## src/rtl/core/ppd_pkg.sv

```systemverilog
`timescale 1ns / 1ps
package ppd_pkg;
	localparam int MaxPoints = 64;
	localparam int IdxW = $clog2(MaxPoints);
	localparam int CntW = 7;
	localparam int CoordW = 24;
	localparam int DiffW = CoordW + 1;
	localparam int SqW = 2 * DiffW + 1;
	localparam int TBits = 16;
	localparam int OutW = 28;
	localparam int SqrtW = SqW;
	localparam logic [OutW-1:0] Sentinel = OutW'(256000000);

	typedef enum logic {
		OP_LOAD  = 1'b0,
		OP_QUERY = 1'b1
	} op_t;

	typedef struct packed {
		op_t                      op;
		logic [IdxW-1:0]          idx;
		logic signed [CoordW-1:0] x;
		logic signed [CoordW-1:0] y;
	} item_t;
endpackage

```

## src/rtl/core/ppd_front.sv

```systemverilog
`timescale 1ns / 1ps
module ppd_front (
	input  logic            clk,
	input  logic            arst_n,
	input  logic            in_valid,
	output logic            in_stall,
	input  ppd_pkg::item_t  in_item,
	output logic            q_valid,
	input  logic            q_pop,
	output ppd_pkg::item_t  q_item
);
	ppd_pkg::item_t mem_q [2];
	logic rd_q, wr_q;
	logic [1:0] cnt_q;
	logic push;

	assign in_stall = cnt_q == 2'd2;
	assign push = in_valid && !in_stall;
	assign q_valid = cnt_q != 2'd0;
	assign q_item = mem_q[rd_q];

	// two-entry queue between accept and execute
	always_ff @(posedge clk or negedge arst_n) begin
		if (!arst_n) begin
			rd_q <= 1'b0;
			wr_q <= 1'b0;
			cnt_q <= 2'd0;
		end else begin
			if (push) wr_q <= !wr_q;
			if (q_pop) rd_q <= !rd_q;
			cnt_q <= cnt_q + 2'(push) - 2'(q_pop);
		end
	end

	always_ff @(posedge clk) begin
		if (push) mem_q[wr_q] <= in_item;
	end
endmodule

```

## config.mk

```make
export PLATFORM = sky130hd
export DESIGN_NAME = ppd_front
export DESIGN_NICKNAME = d
export VERILOG_FILES = /design/src/rtl/core/ppd_pkg.sv /design/src/rtl/core/ppd_front.sv
export SDC_FILE = /design/constraint.sdc
export NUM_CORES = 1
export LEC_CHECK = 0
export BUFFER_PORTS_ARGS = -buffer_cell sky130_fd_sc_hd__buf_2
export CAP_MARGIN = 10
export CORE_UTILIZATION = 40
export DETAILED_ROUTE_END_ITERATION = 8
export GPL_TIMING_DRIVEN = 0
export HOLD_SLACK_MARGIN = 0.05
export PLACE_DENSITY = 0.6
export SYNTH_ARGS = -nofsm -noshare
export SYNTH_HDL_FRONTEND = slang
export SYNTH_SLANG_ARGS = --single-unit
```

## constraint.sdc

```tcl
create_clock -name clk -period 4.8 [get_ports clk]
set_clock_uncertainty 0.1 [all_clocks]
set_input_delay 0.24 -clock clk [delete_from_list [all_inputs] [get_ports clk]]
set_output_delay 0.24 -clock clk [all_outputs]
set_load 0.005 [all_outputs]
```

Yosys cells after proc, flatten, opt, wreduce, memory -nomap -nowiden. Memories as Yosys holds them, arrays and structs flattened. Index checks and enable logic that the tools add are counted.

Flip-flop bits (word level): 4. Memory bits (writable): 110. Input port bits: 59. Output and inout bits: 57. Word-level logic and storage cells: 14. Memories: 1.

Memory list: mem_q (depth 2, width 55, rd ports 1, clocked after memory_dff 0, write ports 1, line ppd_front.sv:12) `ppd_pkg::item_t mem_q [2];`.

Add/subtract/negate cells: 2. Eq/ne operators: 1. Mux-type cells: 2. Reduce and logical (&&, ||, !) cells: 5.

Operator list (number): $logic_not A1 Y1 (3); $add A2 B1 Y2 (1); $eq A2 B2 Y1 const B (1); $mux W1 (2); $reduce_bool A2 Y1 (1); $sub A2 B1 Y2 (1); $logic_and A1 B1 Y1 (1).

Logic depth before layout (Yosys ltp).
Depth in word-level cells: 5. Gate-level depth with buffers: 7.

Worst setup path after synthesis. OpenSTA, ideal clock, no wires.

Path kind: reg2reg. From: reg cnt_q[1]. To: mem mem_q[0][0] in the netlist's numbering, enable pin. Setup time: 0.468 ns. Data arrival time: 2.893 ns. Data required time: 4.232 ns. Setup slack: 1.339 ns. Cell stages (with the launch flop): 4. Clock period less this slack: 3.461 ns. Path through: dfrtp_1 > nand2b_1 > nand2_1 > nor2_1.

Word-level cells in the longest chain between the ends: 5.

RTL lines: start, declared (line ppd_front.sv:14) `logic [1:0] cnt_q;`; start signal, assigned (line ppd_front.sv:31) `cnt_q <= cnt_q + 2'(push) - 2'(q_pop);`; $eq A2 B2 Y1 (line ppd_front.sv:17) `assign in_stall = cnt_q == 2'd2;`; $logic_not A1 Y1 (line ppd_front.sv:18) `assign push = in_valid && !in_stall;`; $logic_and A1 B1 Y1 (line ppd_front.sv:18); $mux W1 (line ppd_front.sv:36) `if (push) mem_q[wr_q] <= in_item;`; $mux W1 (not written as such) (line ppd_front.sv:36); end, declared (line ppd_front.sv:12).

Every way passes these cells.

Worst setup path in the final report.
From: reg cnt_q[0]. To: mem mem_q[0][16] in the netlist's numbering, enable pin.

Same word-level chain as after synthesis.

==> metrics.csv <==
metric;value;unit
run status;completed;
relative max-transition margin;47.60;%
fin. max-slew vios;0;
htree depth;4;
Overflow after GRT;0;
CP Capture Type;flip-flop;
Tcrit/Tclk final;42.77;%
Total Routed Length;7459;µm
synth cell count leaders;edfxtp_1, mux2_4, mux2_2, buf_6, dfrtp_1;
CTS sink cnt;114;
Crit Path Max Fanout;31;
reg2reg setup slack;2.75;ns
initial antenna violation count;0;
top post-synthesis cells by area;edfxtp_1, mux2_4, mux2_2;
Slowest cell on crit path;nor2_4;
Max stage delay on crit path;0.63;ns
maxcap violations;0;
I/O pin cnt;116;
Placer Congestion;0.6531;
Layout Nets;444;
Total GRT Usage;13.85;%
fmax;487.1;MHz
die width;106.0;µm
TritonRoute pass-1 iters;6;
port buffer count;115;
CTS max path bufs;2;
CTS resizes;0;
pin count of the biggest net entering global routing;33;
# Post-CTS Setup Buffers;0;
Non-Filler Instances;531;
mean number of vias per cell;4.463;
most frequent cell after synthesis;edfxtp_1;
Tot Pwr;3539;µW
utilization after layout;59.78;%
worst endpoint required time;4.88;ns
Antenna Violating Nets Remaining;0;
Worst Hold Class;in2reg;
Peak supply drop;0.4557;mV
worst-margin pin slew;0.7842;ns
WS Path Type;reg2reg;
syn nets;249;
Async S/R FF share, synth;3.509;%
CP startpoint kind;flip-flop;
library cell with the largest summed area after synthesis;edfxtp_1;
wire per inst;14.05;µm
Layout fillers;833;
first-pass GRT wire length;11590;µm
post-route setup TNS;0;ns
layout cells sized above 1;52.66;%
Post-Synthesis Cells;188;
post-synth cell types;15;
#FFs+latches synth;114;
EDFF count, synth;110;
Starting Density;41.55;%
Final Setup Violations;0;
Hold Crit Depth;2;
vias in the first global route;2440;
row cnt;37;
Avg Inst Size Synth;23.02;µm²
Main synth FF type;edfxtp_1;
Antenna diodes;0;
DRT iter0 DRCs;70;
hpwl dp;4460;µm
Warnings, synthesis;0;
placed cell count;441;
Skew-Pair Late Insertion Delay;0.49;ns
share of the synthesized area in the top cell type;76.32;%
synthesized area;4328;µm²
CP Cell Sequence;nand2b_1, nand2_1, nor2_4, buf_12;
clock-pin slew on the worst setup and hold paths;0.06;ns
sequential fraction of the synthesis area;78.64;%
Vias;2370;
final hold viol count;0;
Leak;0.002504;µW
CP Data Arrival Time;2.14;ns
Reg2Reg Depth;4;
# DRC;0;
Die H;106.0;µm
CTS tree;done;
RSZ-0062 raised after global routing;false;
CTS Buf Count;17;
Tmin final;2.053;ns
Clock Tree Root;clkbuf_8;
die area;11240;µm²
power per standard cell area;568.2;nW/µm²
Core Box Area;10420;µm²
area delta synth->final;43.89;%
-- flip-flops by register name, indices dropped and copies added, names as in the netlist --
name	flops
wr_q	1
cnt_q	2
rd_q	1
mem_q	110
-- worst paths after layout --
kind	start	to
worst max-delay path	cnt_q[0]$_DFF_PN0_	mem_q[0][16]$_DFFE_PP_
worst min-delay path	in_item[37]	mem_q[0][37]$_DFFE_PP_
worst max register to register	cnt_q[0]$_DFF_PN0_	mem_q[0][16]$_DFFE_PP_
worst min register to register	cnt_q[0]$_DFF_PN0_	cnt_q[0]$_DFF_PN0_
max in group asynchronous	arst_n	cnt_q[1]$_DFF_PN0_
min in group asynchronous	arst_n	cnt_q[0]$_DFF_PN0_
-- cells by family (layout without fill, tap and decap cells) --
family | count (synthesis) | count (layout) | share of synthesized area [%]
buf+inv | 8 | 215 | 1.590
mux | 55 | 55 | 17.78
simple gates | 5 | 5 | 0.6072
xor+xnor | 4 | 4 | 0.8096
fa+ha+maj | 2 | 2 | 0.5781
flops | 114 | 114 | 78.64
-- per-layer routing --
layer / vias to the layer above / track usage, % / share of wire (%)
met3: 12 / 4.966 / 5.6
met2: 76 / 24.04 / 52
met1: 1147 / 15.30 / 41
met4: 0 / 5.952 / 1.4
li1: 1135 / - / -
met5: - / 0 / 0
-- report_power, final --
| part | switching, µW | internal [µW] |
|---|---|---|
| logic | 455 | 588 |
| clock network | 405 | 670 |
| registers | 57.9 | 1360 |
| total | 918 | 2620 |
-- placed cells by master (no fill, tap or decap), drive strengths merged --
cell type,instances
buf,123
edfxtp,110
dlygate4sd3,59
mux2,55
clkbuf,18
clkinv,8
clkinvlp,4
dfrtp,4
xnor2,3
inv,2
ha,2
nand2b,1
nand2,1
nor2,1
or2,1
and3,1
xor2,1
bufinv,1
-- worst max-delay path: cells and delay by family (launching register included) --
kind	cells	cell delay, ns
buf+inv	1	0.29
flops	1	0.37
simple gates	3	0.96
-- repair_timing --
item                                   4_1_cts  5_1_grt
setup endpoints to repair                    0        0
hold buffers                                59        0
endpoints found under the hold margin      117        0
-- through the flow --
step | worst slack, ns | cell area [µm²] | hold slack, ns
2_1_floorplan | 1.339 | 4328 | -0.1556
3_3_place_gp | -0.1831 | 5074 | -0.04736
3_5_place_dp | 2.720 | 5122 | -0.04281
4_1_cts | 2.688 | 6227 | 0.3435
5_1_grt | 2.549 | 6227 | 0.3415
6_report | 2.747 | 6227 | 0.3709
-- layout make-up --
cell class	instances	area [µm²]	area share, %
Buffer	6	61.31	0.9845
Clock buffer	18	417.9	6.711
Clock inverter	13	96.34	1.547
Inverter	2	7.507	0.1206
Multi-Input combinational cell	66	864.6	13.88
Sequential cell	114	3403	54.65
Tap cell	136	170.2	2.733
Timing Repair Buffer	176	1206	19.37
Power figures use the tool's default switching activity.
